**config.mk**
```make
export PLATFORM = sky130hd
export DESIGN_NAME = reorder_buffer_queue
export DESIGN_NICKNAME = d
export VERILOG_FILES = /design/src/hdl/rbq_pkg.sv /design/src/hdl/rbq_ram.sv /design/src/hdl/rbq_ctrl.sv /design/src/hdl/reorder_buffer_queue.sv
export SDC_FILE = /design/constraint.sdc
export NUM_CORES = 1
export LEC_CHECK = 0
export ABC_AREA = 1
export BUFFER_PORTS_ARGS = -buffer_cell sky130_fd_sc_hd__buf_4
export CAP_MARGIN = 20
export CORE_MARGIN = 10
export CORE_UTILIZATION = 25
export DETAILED_ROUTE_END_ITERATION = 6
export PLACE_DENSITY = 0.45
export SKIP_CTS_REPAIR_TIMING = 1
export SLEW_MARGIN = 15
export SYNTH_ARGS = -nofsm -noshare
export SYNTH_HDL_FRONTEND = slang
export SYNTH_SLANG_ARGS = --single-unit
```
**constraint.sdc**
```tcl
create_clock -name i_clk -period 12.05 [get_ports i_clk]
set_input_delay 1.8075 -clock i_clk [delete_from_list [all_inputs] [get_ports i_clk]]
set_output_delay 1.8075 -clock i_clk [all_outputs]
set_load 0.03 [all_outputs]
```
**src/hdl/rbq_pkg.sv**
```systemverilog
// Shared types and constants for the reorder buffer queue.
// No dependencies; imported by rbq_ctrl, reorder_buffer_queue and the bench.
package rbq_pkg;

    localparam int DEPTH_DEF     = 32;
    localparam int PAYLOAD_W_DEF = 32;

    localparam int KIND_W = 2;
    localparam int TAG_W  = 5;
    localparam int DATA_W = 32;
    localparam int CFG_W  = 6;
    localparam int OCC_W  = 6;

    localparam logic [CFG_W-1:0] CFG_RESET = 6'd32;

    typedef enum logic [KIND_W-1:0] {
        K_ALLOC    = 2'd0,
        K_COMPLETE = 2'd1,
        K_QUERY    = 2'd2,
        K_COMMIT   = 2'd3
    } t_kind;

    typedef enum logic [1:0] {
        ST_OK        = 2'd0,
        ST_FULL      = 2'd1,
        ST_NOT_READY = 2'd2,
        ST_BAD_TAG   = 2'd3
    } t_status;

    typedef struct packed {
        t_status            status;
        logic [TAG_W-1:0]   tag;
        logic               entry_ready;
        logic               has_space;
        logic               head_ready;
        logic [OCC_W-1:0]   occupancy;
        logic               commit;
    } t_result;

endpackage

```
**src/hdl/rbq_ram.sv**
```systemverilog
// Generic single-write, single-read RAM with registered read data.
// No dependencies.
module rbq_ram #(
    parameter int WIDTH = 32,
    parameter int DEPTH = 32
) (
    input  logic                     i_clk,
    input  logic                     i_we,
    input  logic [$clog2(DEPTH)-1:0] i_waddr,
    input  logic [WIDTH-1:0]         i_wdata,
    input  logic                     i_re,
    input  logic [$clog2(DEPTH)-1:0] i_raddr,
    output logic [WIDTH-1:0]         o_rdata
);

    logic [WIDTH-1:0] r_mem [DEPTH];
    logic [WIDTH-1:0] r_rdata;

    always_ff @(posedge i_clk) begin
        if (i_we) begin
            r_mem[i_waddr] <= i_wdata;
        end
        if (i_re) begin
            r_rdata <= r_mem[i_raddr];
        end
    end

    assign o_rdata = r_rdata;

endmodule

```
**src/hdl/rbq_ctrl.sv**
```systemverilog
// Reorder buffer control: valid and ready bits, pointers, count and result register.
// Depends on rbq_pkg; drives the payload RAM ports.
module rbq_ctrl #(
    parameter int DEPTH   = rbq_pkg::DEPTH_DEF,
    parameter int STORE_W = rbq_pkg::DATA_W
) (
    input  logic                                i_clk,
    input  logic                                i_rst_n,
    input  logic [$clog2(DEPTH+1)-1:0]          i_size,
    input  logic                                i_in_valid,
    output logic                                o_in_ready,
    input  logic [rbq_pkg::KIND_W-1:0]          i_kind,
    input  logic [rbq_pkg::TAG_W-1:0]           i_entry_tag,
    input  logic [rbq_pkg::DATA_W-1:0]          i_inst_payload,
    output logic                                o_out_valid,
    input  logic                                i_out_ready,
    output rbq_pkg::t_result                    o_res,
    output logic                                o_ram_we,
    output logic [$clog2(DEPTH)-1:0]            o_ram_waddr,
    output logic [STORE_W-1:0]                  o_ram_wdata,
    output logic                                o_ram_re,
    output logic [$clog2(DEPTH)-1:0]            o_ram_raddr
);
    import rbq_pkg::*;

    localparam int IDX_W = $clog2(DEPTH);
    localparam int CNT_W = $clog2(DEPTH + 1);

    logic [DEPTH-1:0] r_valid, n_valid;
    logic [DEPTH-1:0] r_ready, n_ready;
    logic [IDX_W-1:0] r_head, n_head;
    logic [IDX_W-1:0] r_tail, n_tail;
    logic [CNT_W-1:0] r_count, n_count;
    logic             r_out_valid;
    t_result          r_res, n_res;

    logic             accept;
    logic [IDX_W-1:0] tag_idx;
    logic             tag_ok;

    function automatic logic [IDX_W-1:0] advance(input logic [IDX_W-1:0] p,
                                                 input logic [CNT_W-1:0] size);
        logic [CNT_W-1:0] n;
        n = CNT_W'(p) + CNT_W'(1);
        return (n >= size) ? '0 : IDX_W'(n);
    endfunction

    assign o_in_ready = !r_out_valid || i_out_ready;
    assign accept     = i_in_valid && o_in_ready;
    assign tag_idx    = IDX_W'(int'(i_entry_tag));
    assign tag_ok     = (int'(i_entry_tag) < DEPTH) && r_valid[tag_idx];

    always_comb begin
        n_valid     = r_valid;
        n_ready     = r_ready;
        n_head      = r_head;
        n_tail      = r_tail;
        n_count     = r_count;
        n_res       = '0;
        n_res.status = ST_OK;
        o_ram_we    = 1'b0;
        o_ram_re    = 1'b0;
        o_ram_waddr = r_tail;
        o_ram_wdata = i_inst_payload[STORE_W-1:0];
        o_ram_raddr = r_head;

        unique case (t_kind'(i_kind))
            K_ALLOC: begin
                if (r_count >= i_size || r_valid[r_tail]) begin
                    n_res.status = ST_FULL;
                end else begin
                    o_ram_we        = accept;
                    n_valid[r_tail] = 1'b1;
                    n_ready[r_tail] = 1'b0;
                    n_res.tag       = TAG_W'(r_tail);
                    n_count         = r_count + CNT_W'(1);
                    n_tail          = advance(r_tail, i_size);
                end
            end
            K_COMPLETE: begin
                if (!tag_ok || r_ready[tag_idx]) begin
                    n_res.status = ST_BAD_TAG;
                end else begin
                    n_ready[tag_idx] = 1'b1;
                end
            end
            K_QUERY: begin
                if (!tag_ok) begin
                    n_res.status = ST_BAD_TAG;
                end else begin
                    n_res.entry_ready = r_ready[tag_idx];
                end
            end
            K_COMMIT: begin
                if (r_count == '0 || !r_valid[r_head] || !r_ready[r_head]) begin
                    n_res.status = ST_NOT_READY;
                end else begin
                    o_ram_re        = accept;
                    n_res.commit    = 1'b1;
                    n_res.tag       = TAG_W'(r_head);
                    n_valid[r_head] = 1'b0;
                    n_ready[r_head] = 1'b0;
                    n_count         = r_count - CNT_W'(1);
                    n_head          = advance(r_head, i_size);
                end
            end
            default: begin
                n_res.status = ST_OK;
            end
        endcase

        n_res.has_space  = n_count < i_size;
        n_res.head_ready = n_valid[n_head] && n_ready[n_head];
        n_res.occupancy  = OCC_W'(n_count);
    end

    always_ff @(posedge i_clk) begin
        if (!i_rst_n) begin
            r_valid     <= '0;
            r_ready     <= '0;
            r_head      <= '0;
            r_tail      <= '0;
            r_count     <= '0;
            r_out_valid <= 1'b0;
        end else begin
            if (accept) begin
                r_valid     <= n_valid;
                r_ready     <= n_ready;
                r_head      <= n_head;
                r_tail      <= n_tail;
                r_count     <= n_count;
                r_out_valid <= 1'b1;
            end else if (i_out_ready) begin
                r_out_valid <= 1'b0;
            end
        end
    end

    always_ff @(posedge i_clk) begin
        if (accept) begin
            r_res <= n_res;
        end
    end

    assign o_out_valid = r_out_valid;
    assign o_res       = r_res;

endmodule

```
**src/hdl/reorder_buffer_queue.sv**
```systemverilog
// Reorder buffer queue: each accepted input beat is registered straight into the result register.
// Throughput one beat per cycle; the result register takes a new beat whenever
// it is empty or being drained, and commit payload comes from the RAM read register.
// Reset clears all valid and ready bits, pointers and count, and sets the size
// register to 32; payload RAM contents are not cleared.
module reorder_buffer_queue #(
    parameter int DEPTH         = rbq_pkg::DEPTH_DEF,
    parameter int PAYLOAD_WIDTH = rbq_pkg::PAYLOAD_W_DEF
) (
    input  logic                         i_clk,
    input  logic                         i_rst_n,
    input  logic                         i_in_valid,
    output logic                         o_in_ready,
    input  logic [rbq_pkg::KIND_W-1:0]   i_kind,
    input  logic [rbq_pkg::TAG_W-1:0]    i_entry_tag,
    input  logic [rbq_pkg::DATA_W-1:0]   i_inst_payload,
    output logic                         o_out_valid,
    input  logic                         i_out_ready,
    output logic [1:0]                   o_status,
    output logic [rbq_pkg::TAG_W-1:0]    o_result_tag,
    output logic [rbq_pkg::DATA_W-1:0]   o_result_payload,
    output logic                         o_entry_ready,
    output logic                         o_has_space,
    output logic                         o_head_ready,
    output logic [rbq_pkg::OCC_W-1:0]    o_occupancy,
    input  logic                         i_cfg_valid,
    output logic                         o_cfg_ready,
    input  logic [rbq_pkg::CFG_W-1:0]    i_cfg_data
);
    import rbq_pkg::*;

    localparam int IDX_W   = $clog2(DEPTH);
    localparam int CNT_W   = $clog2(DEPTH + 1);
    localparam int STORE_W = (PAYLOAD_WIDTH < DATA_W) ? PAYLOAD_WIDTH : DATA_W;

    logic [CFG_W-1:0]   r_active;
    logic [CNT_W-1:0]   size;
    t_result            res;
    logic               ram_we;
    logic [IDX_W-1:0]   ram_waddr;
    logic [STORE_W-1:0] ram_wdata;
    logic               ram_re;
    logic [IDX_W-1:0]   ram_raddr;
    logic [STORE_W-1:0] ram_rdata;

    assign o_cfg_ready = 1'b1;

    always_ff @(posedge i_clk) begin
        if (!i_rst_n) begin
            r_active <= CFG_RESET;
        end else if (i_cfg_valid) begin
            r_active <= i_cfg_data;
        end
    end

    always_comb begin
        priority if (r_active == '0) begin
            size = CNT_W'(1);
        end else if (int'(r_active) > DEPTH) begin
            size = CNT_W'(DEPTH);
        end else begin
            size = CNT_W'(int'(r_active));
        end
    end

    rbq_ctrl #(
        .DEPTH   (DEPTH),
        .STORE_W (STORE_W)
    ) u_ctrl (
        .i_clk          (i_clk),
        .i_rst_n        (i_rst_n),
        .i_size         (size),
        .i_in_valid     (i_in_valid),
        .o_in_ready     (o_in_ready),
        .i_kind         (i_kind),
        .i_entry_tag    (i_entry_tag),
        .i_inst_payload (i_inst_payload),
        .o_out_valid    (o_out_valid),
        .i_out_ready    (i_out_ready),
        .o_res          (res),
        .o_ram_we       (ram_we),
        .o_ram_waddr    (ram_waddr),
        .o_ram_wdata    (ram_wdata),
        .o_ram_re       (ram_re),
        .o_ram_raddr    (ram_raddr)
    );

    rbq_ram #(
        .WIDTH (STORE_W),
        .DEPTH (DEPTH)
    ) u_payload_ram (
        .i_clk   (i_clk),
        .i_we    (ram_we),
        .i_waddr (ram_waddr),
        .i_wdata (ram_wdata),
        .i_re    (ram_re),
        .i_raddr (ram_raddr),
        .o_rdata (ram_rdata)
    );

    assign o_status         = res.status;
    assign o_result_tag     = res.tag;
    assign o_result_payload = res.commit ? DATA_W'(ram_rdata) : '0;
    assign o_entry_ready    = res.entry_ready;
    assign o_has_space      = res.has_space;
    assign o_head_ready     = res.head_ready;
    assign o_occupancy      = res.occupancy;

endmodule

```
==> reports/summary.md, run 1 <==
The flow ran to the end, and the final reports show no timing, DRC or antenna violations. In this run the register-to-register setup slack is 6.46 ns. In this run the worst setup path begins at r_active[2].

For this run, the post-layout net count is 4800. The run gives 0 as the count of warnings emitted by yosys. The number of hold violations in the final report is 0.

The floorplan step set the die height to 471 um. The ratio of cells with drive above 1 in the final layout is 8.75%. The number of vias in the routed layout was 37100. In this run the core area contains 165 standard-cell rows. The count of nets left with antenna violations once routing finished came out at 0.

The run gives 4120 as the number of design-rule violations left by the first detailed-router iteration. The first TritonRoute pass finished after 6 iterations. In the routed design, unresolved DRC markers number 0.

Setup repair after global routing left no endpoint under its margin. The multi-input combinational cells in the finished layout cover a total of 14800 um^2. The logs give 4739 for the number of instances in the synthesized netlist and 0.77 ns for the insertion delay to the later sink of the worst-skew pair. In the routed layout, each cell is associated on average with a via count of 4.95. The layout overhead on the synthesized area was 14.7%. Each instance of the synthesized netlist takes up on average 10.7 um^2. In the final layout, flip-flops and latches occupy 34000 um^2.

The most common flop cell mapped by yosys was edfxtp_1. For this design the top-level I/O count stands at 101. For this design the ratio of total power to cell area is 152 nW/um^2. The run gives 50900 um^2 as the area of the mapped netlist. The number of enable flip-flop cells after synthesis works out to 1073.

Setup total negative slack on the finished layout was measured at 0 ns. The total overflow left after global routing is 0. For this run, the total global-route usage over all layers was measured as 15.0%. The share of flip-flops with an asynchronous set or reset after synthesis is 0%. The netlist uses 40 different library cells.

The final max-slew violation count is 0. End point of the critical path: u_payload_ram.r_mem[5][28]. In this run the critical register-to-register path is launched from r_active[2]. The share of Yosys cell area claimed by the top area cell type was 63.3%. The largest net degree at the start of global routing is 190.

The worst setup path is of the register to register kind. In this run, CTS created clock tree buffers numbering 117. Summed over all nets, the half-perimeter wirelength after detailed placement is 96.8 mm.

The number of antenna violations at the first check in global routing is 4. Sorting the synthesized cells by area gives the leading types as edfxtp_1 (63%), o21ai_0 (5.9%), nand2_1 (5.3%), nor2_1 (5.2%), dfxtp_1 (3.4%). Clock skew on the completed layout was measured at 0.0715 ns.

Pre-CTS setup slack: 6.49 ns. Headroom to the max-slew limit came out at 27.1%. The root buffer selected by CTS is clkbuf_16. The class of the tightest hold or removal check is register to register.

Of all cell types, the one taking the most synthesized area is edfxtp_1. Routability-driven placement finished with a final weighted congestion of 0.900. The run gives 20900 as the count of filler cells inserted in the layout.

The capturing point of the worst reg2reg path was u_payload_ram.r_mem[5][28]. In this run the static leakage power is 20.3 nW. The share of the clock period used by the worst path after layout came out at 46.4%. Timing would allow up to 179 MHz. No sink is reached through more buffers than the 3 on the longest clock path. The worst setup path is launched from a register. The total setup violations reported at the end of the flow came out at 0. In the synthesized netlist, the cells that appear most often are edfxtp_1 (1073), nand2_1 (724), nor2_1 (699).

The worst voltage drop across the vdd grid is 0.128 mV, and the CTS clock-pin slew for the worst setup and hold paths is 0.06 ns. The core region is 202000 um^2. The largest fanout on the critical path was 42.

The H-tree was split into 3 levels. Dividing the detail-routed wire length by the instance count gives 23.4 um. The tools report the total of max-cap violations as 0.

The wire length after detailed routing was 175 mm. For the worst setup path, the data required time is 12.44 ns. Clock sink count: 1160. Counting cells, the worst reg-to-reg path comes to 21. The die covers 222000 um^2. During placement, the flow inserted port buffers numbering 99.

The die outline width is 471 um, and the total of flip-flops plus latches after synthesis is 1160. Across all setup checks in the final design, the least slack found is 6.46 ns. STA puts the critical path data arrival time at 5.98 ns. The time the final worst path needs with I/O delays and setup came out at 5.59 ns. The number of nets handed over by synthesis was 4826.

Number of global-route vias before repair: 35000. TritonCTS built the clock tree. The kind of end point of the critical path is a register. The share of the Yosys chip area taken by registers is 66.8%. The first global-routing pass estimated 253 mm of wire. Among all cell types in the netlist, the one instantiated most often is edfxtp_1. Hold is met by 0.482 ns.

The initial core utilization is 25.1%, and the actual transition at the worst max-transition pin is 1.09 ns.
==> report_power, final <==
group | switching [W] | internal (W) | total [W] | leakage, nW
Combinational | 0.000548 | 0.000185 | 0.000733 | 8.05
Sequential | 0.0000411 | 0.00443 | 0.00447 | 10.4
Clock | 0.00164 | 0.00203 | 0.00367 | 1.83
==> how the worst min path moves through the flow <==
stage	start	endpoint	slack (ns)	cells after the start
finish	r_active[0]	r_active[0]	0.48	2
global route	r_active[0]	r_active[0]	0.51	2
CTS	r_active[0]	r_active[0]	0.48	2
detailed placement	r_active[0]	r_active[0]	0.47	2
global placement	r_active[0]	r_active[0]	0.48	2
floorplan	r_active[0]	r_active[0]	0.45	2
==> routing by layer <==
layer,vias up,routed length [um],GRT usage [%]
met4,0,4520,3.88
met3,252,12400,2.95
met5,-,0,0
met1,18500,81300,21.7
li1,16900,-,-
met2,1360,76900,23.0
==> cells by family (layout without fill, tap and decap cells) <==
group	count (synthesis)	after routing	synth area share [%]
other	1	2	0.00737
adder cells (fa/ha/maj)	37	37	0.910
buffers and inverters	600	675	4.72
XOR/XNOR	3	3	0.0517
flip-flops	1160	1160	66.8
AO/OA/AOI/OAI	1181	1181	13.6
AND/OR/NAND/NOR	1757	1757	13.9
==> state kept, by name (all words and copies together) (netlist names) <==
| register | flops |
|---|---|
| u_payload_ram.r_mem | 1024 |
| u_ctrl.r_ready | 32 |
| u_ctrl.r_valid | 32 |
| u_payload_ram.o_rdata | 32 |
| u_ctrl.o_res | 17 |
| r_active | 6 |
| u_ctrl.r_count | 6 |
| u_ctrl.o_ram_raddr | 5 |
| u_ctrl.o_ram_waddr | 5 |
| u_ctrl.o_out_valid | 1 |
==> final cells by class <==
cell class	count	share of cell area, %
clock buffers	145	5.20
inverters	268	1.75
multi-input cells	2979	25.3
diodes	1	0.00429
well taps	2672	5.73
clock inverters	75	1.33
repair buffers	187	2.49
flip-flops and latches	1160	58.2
==> through the flow <==
stage,std cells,power [W],area (um^2),utilization [%]
2_1_floorplan,4739,0.00500,50900,-
4_1_cts,7486,0.00896,58400,28.8
6_report,7487,0.00888,58400,28.8
3_3_place_gp,7266,0.00529,54500,27.0
5_1_grt,7487,0.00921,58400,28.8
3_5_place_dp,7266,0.00529,54500,27.0
==> worst max-delay path: stages (launching register included) <==
cell and delay [ns]:
dfxtp_1 0.32, nor3_1 0.20, nand2_1 0.09, a21oi_1 0.39, ha_1 0.32, inv_1 0.05, nand2_1 0.04, nand2_1 0.05
nand2_1 0.04, nand2_1 0.05, nand2_1 0.05, nand2_1 0.05, nand2_1 0.04, nand2_1 0.05, nand2_1 0.08, nand2_1 0.63
nand2_2 0.52, nor2_2 0.47, nand2_2 0.08, buf_4 0.36, nor3_2 0.65, buf_4 0.66
==> layout by cell type (no fill, tap or decap), types with 93 or more instances in the layout <==
master / count
o22ai_1: 257
o21ai_0: 602
a21oi_1: 93
inv_1: 250
nand3_1: 245
edfxtp_1: 1073
nor2_1: 688
clkbuf_16: 117
nand2_1: 723
buf_4: 183
No activity file was read; power rests on OpenSTA's default activity.
==> inputs of run 2 (changes only) <==
Clock period 12.05 ns to 5.53 ns, I/O delays scaled along.
==> run 2 against run 1 <==
  * Clock power rose by 120%
  * Critical path depth increased by 1
  * Combinational power increased by 120%
  * Sequential share of layout area fell by 0.70 points
  * Flip-flop and latch count unchanged
  * Die area unchanged
  * Register-to-register slack got worse by 5.1 ns
  * Core utilization rose by 0.35 points
  * Count of clock-buffer cells in the layout rose by 3
  * Wire length up 2.8%
  * Highest routed layer is now met5
  * Power increased by 120%
  * Final area is 1.2% higher
==> reports/summary.md, run 2 (synthesis gave the netlist of run 1 again) <==
For the routing usage on met2, the log shows 24.0% (+1.0 points). The total grt overflow was 0 (unchanged). The run gives 4.70 ns (-1.28 ns) as the worst endpoint data arrival time. Root buffer selected by CTS: clkbuf_16.

The leading cell type in the layout, fill and taps excluded was edfxtp_1. The class of the tightest hold or removal check was input pin to register. For the final max-slew violation count, the log shows 0 (unchanged). The run gives 0.267 mV (+110%) as the worst voltage drop across the vdd grid. The tools report the max-slew headroom at the worst pin as 27.7% (+0.53 points). In this run the most critical hold path is launched from i_cfg_data[5]. The CTS clock-pin slew for the worst setup and hold paths came out at 0.06 ns (about the same). The sum of internal, switching and leakage power was 0.0194 W (+120%); the H-tree depth was 3 (unchanged). The number of design-rule violations left by the first detailed-router iteration was 3861 (-6.3%). TritonCTS built the clock tree. For the total setup violations reported at the end of the flow, the log shows 0 (unchanged).

The number of global-route vias before repair is 35400 (+1.3%). The worst register-to-register path begins at u_ctrl.o_ram_raddr[0]. The run gives 180 mm (+2.8%) as the wire length after detailed routing. The layer flagged by global routing as most heavily used is met2. Total negative setup slack: 0 ns (unchanged). The average routed wire per standard cell works out to 23.9 um (+2.2%). The run gives 0 (unchanged) as the number of hold violations in the final report.

The number of search-and-repair iterations in the first detailed-routing pass was 6 (unchanged). The required arrival time at the worst endpoint was 6.03 ns (-6.41 ns); the number of cells on the worst hold path was 3 (+1). The capturing point of the worst reg2reg path is u_ctrl.o_res[7]. The setup slack of the worst register-to-register path came out at 1.33 ns (-5.14 ns). The tools report the global-route track usage on met3 as 2.52% (-0.43 points). The actual transition at the worst max-transition pin works out to 1.09 ns (-0.00793 ns). The total I/O pin count is 101 (unchanged), and the number of nets in the layout is 4837 (+0.77%).

The power per cell area is 328 nW/um^2 (+120%). STA classifies the critical path endpoint as a register. The flow ran to the end, and the final reports show no timing, DRC or antenna violations. Half-perimeter wire length after placement: 98.1 mm (+1.4%). The post-route antenna net violation count was 0 (unchanged); the time the final worst path needs with I/O delays and setup was 4.20 ns (-1.38 ns). The tools report the core occupancy in the finished layout as 29.2% (+0.35 points). The largest fanout on the critical path is 75 (+79%).

The ratio of cells with drive above 1 in the final layout works out to 9.50% (+0.75 points). The tools report the insertion delay to the later sink of the worst-skew pair as 0.78 ns (about the same). The total CTS buffers was 119 (+1.7%). Hold-critical path endpoint: r_active[5].

By startpoint and endpoint, the worst setup path is classified as register to register. The run gives 0 (unchanged) as the number of remaining DRC errors. The number of input and output port buffers inserted is 99 (unchanged), and the placer congestion estimate is 0.891 (-1.0%). The tools report the wire length of the first global-routing pass as 257 mm (+1.6%). Flip-flop count of the largest register, all copies and words added: 1024 (unchanged).

The maximum count of clock buffers along a single path is 3 (unchanged), and the largest net degree at the start of global routing is 195 (+2.6%). Setup repair after global routing left no endpoint under its margin. The logs give 37700 (+1.8%) for the number of vias in the routed layout and 22.1% (+0.37 points) for the met1 usage. The worst setup path is launched from a register. The placeable core region was 202000 um^2 (unchanged); the number of cells after detailed placement was 7301 (+0.48%). The clock sink count was 1160 (unchanged). The vias per cell was 5.02 (+1.3%); the leakage power was 20.5 nW (+1.4%). The number of cells on the worst reg-to-reg path is 22 (+4.8%), and the worst hold slack after final layout is 0.308 ns (-0.173 ns). The tools report the initial core utilization as 25.1% (unchanged). The run gives 7526 (+0.52%) as the count of placed standard cells in the final layout, fillers left out. From synthesis to final layout, the design area changed by 16.1%.

The maximum achievable frequency was 238 MHz (+33%); the final setup skew was 0.0468 ns (-0.0247 ns). The global-route usage over all layers was 15.4% (+0.37 points). The share of the clock period used by the worst path after layout is 76.0% (+30 points).

The die outline width came out at 471 um (unchanged). The floorplan die area is 222000 um^2 (unchanged), and the floorplan die height is 471 um (unchanged). The total of max-cap violations is 0 (unchanged), and the number of antenna violations at the first check in global routing is 9 (+5). Leaving out fill and tap cells, the most frequent cells in the layout are edfxtp_1 (1073), nand2_1 (723), nor2_1 (688). The register bank with the most flops is u_payload_ram.r_mem. The row count came out at 165 (unchanged).
==> run 2: cell types whose count changed in the layout (fill, tap and decap cells not counted), sizes merged <==
| cell | change |
|---|---|
| clkinv | +4 |
| clkbuf | +3 |
| bufinv | -2 |
| clkinvlp | -1 |
| buf | +35 |
==> run 2: cell type report <==
| type | count | area, um^2 |
|---|---|---|
| Fill cell | 20900 | 143000 |
| Clock inverter | 76 | 673 |
| Antenna cell | 1 | 2.50 |
| Timing Repair Buffer | 222 | 2150 |
| Inverter | 268 | 1020 |
| Sequential cell | 1160 | 34000 |
| Multi-Input combinational cell | 2979 | 14800 |
| Clock buffer | 148 | 3150 |
| Tap cell | 2672 | 3340 |
==> run 2: metrics by stage <==
stage / worst slack (ns) / instance area (um^2)
final: 1.33 / 59100
after global routing: 0.842 / 59100
after CTS: 1.29 / 59100
after detailed placement: 1.27 / 55200
after global placement: 1.31 / 55200
after floorplan: 0.362 / 50900
==> run 2: how the worst max path moves through the flow <==
stage | start | endpoint | slack [ns] | depth (start not counted)
after global placement | u_ctrl.o_ram_raddr[0] | u_payload_ram.o_rdata[26] | 1.31 | 8
final | u_ctrl.o_ram_raddr[0] | u_ctrl.o_res[7] | 1.33 | 22
after floorplan | r_active[2] | u_payload_ram.r_mem[17][0] | 0.36 | 21
after global routing | r_active[2] | u_ctrl.o_res[8] | 0.84 | 27
after detailed placement | u_ctrl.o_ram_raddr[0] | u_payload_ram.o_rdata[26] | 1.27 | 8
after CTS | u_ctrl.o_ram_raddr[0] | u_payload_ram.o_rdata[26] | 1.29 | 8
==> run 2: per-layer routing <==
metal	vias to the layer above	share of wire (%)
li1	17000	-
met1	19000	46
met2	1415	44
met3	285	6.5
met4	6	2.7
met5	-	0.019
==> run 2: power by group <==
part	total, W	switching (W)	internal, W
registers	0.00975	0.0000884	0.00966
clock network	0.00803	0.00358	0.00445
logic	0.00162	0.00120	0.000420
==> run 2: worst max-delay path, stage by stage, from the launching register on <==
cell	delay, ns
dfxtp_4	0.64
buf_4	0.73
o211ai_1	0.21
nand2_1	0.11
nand2_1	0.05
nand2_1	0.13
nor2_1	0.06
nand2_1	0.13
nand2_1	0.25
nor2_1	0.50
nand2_1	0.23
nand2_1	0.11
nand3_1	0.11
nand3_1	0.12
nand3_1	0.08
nand2_1	0.08
nor2_1	0.04
nand2_1	0.05
nand2_1	0.08
nand2_1	0.07
nand3_1	0.06
nand2_1	0.07
inv_1	0.04
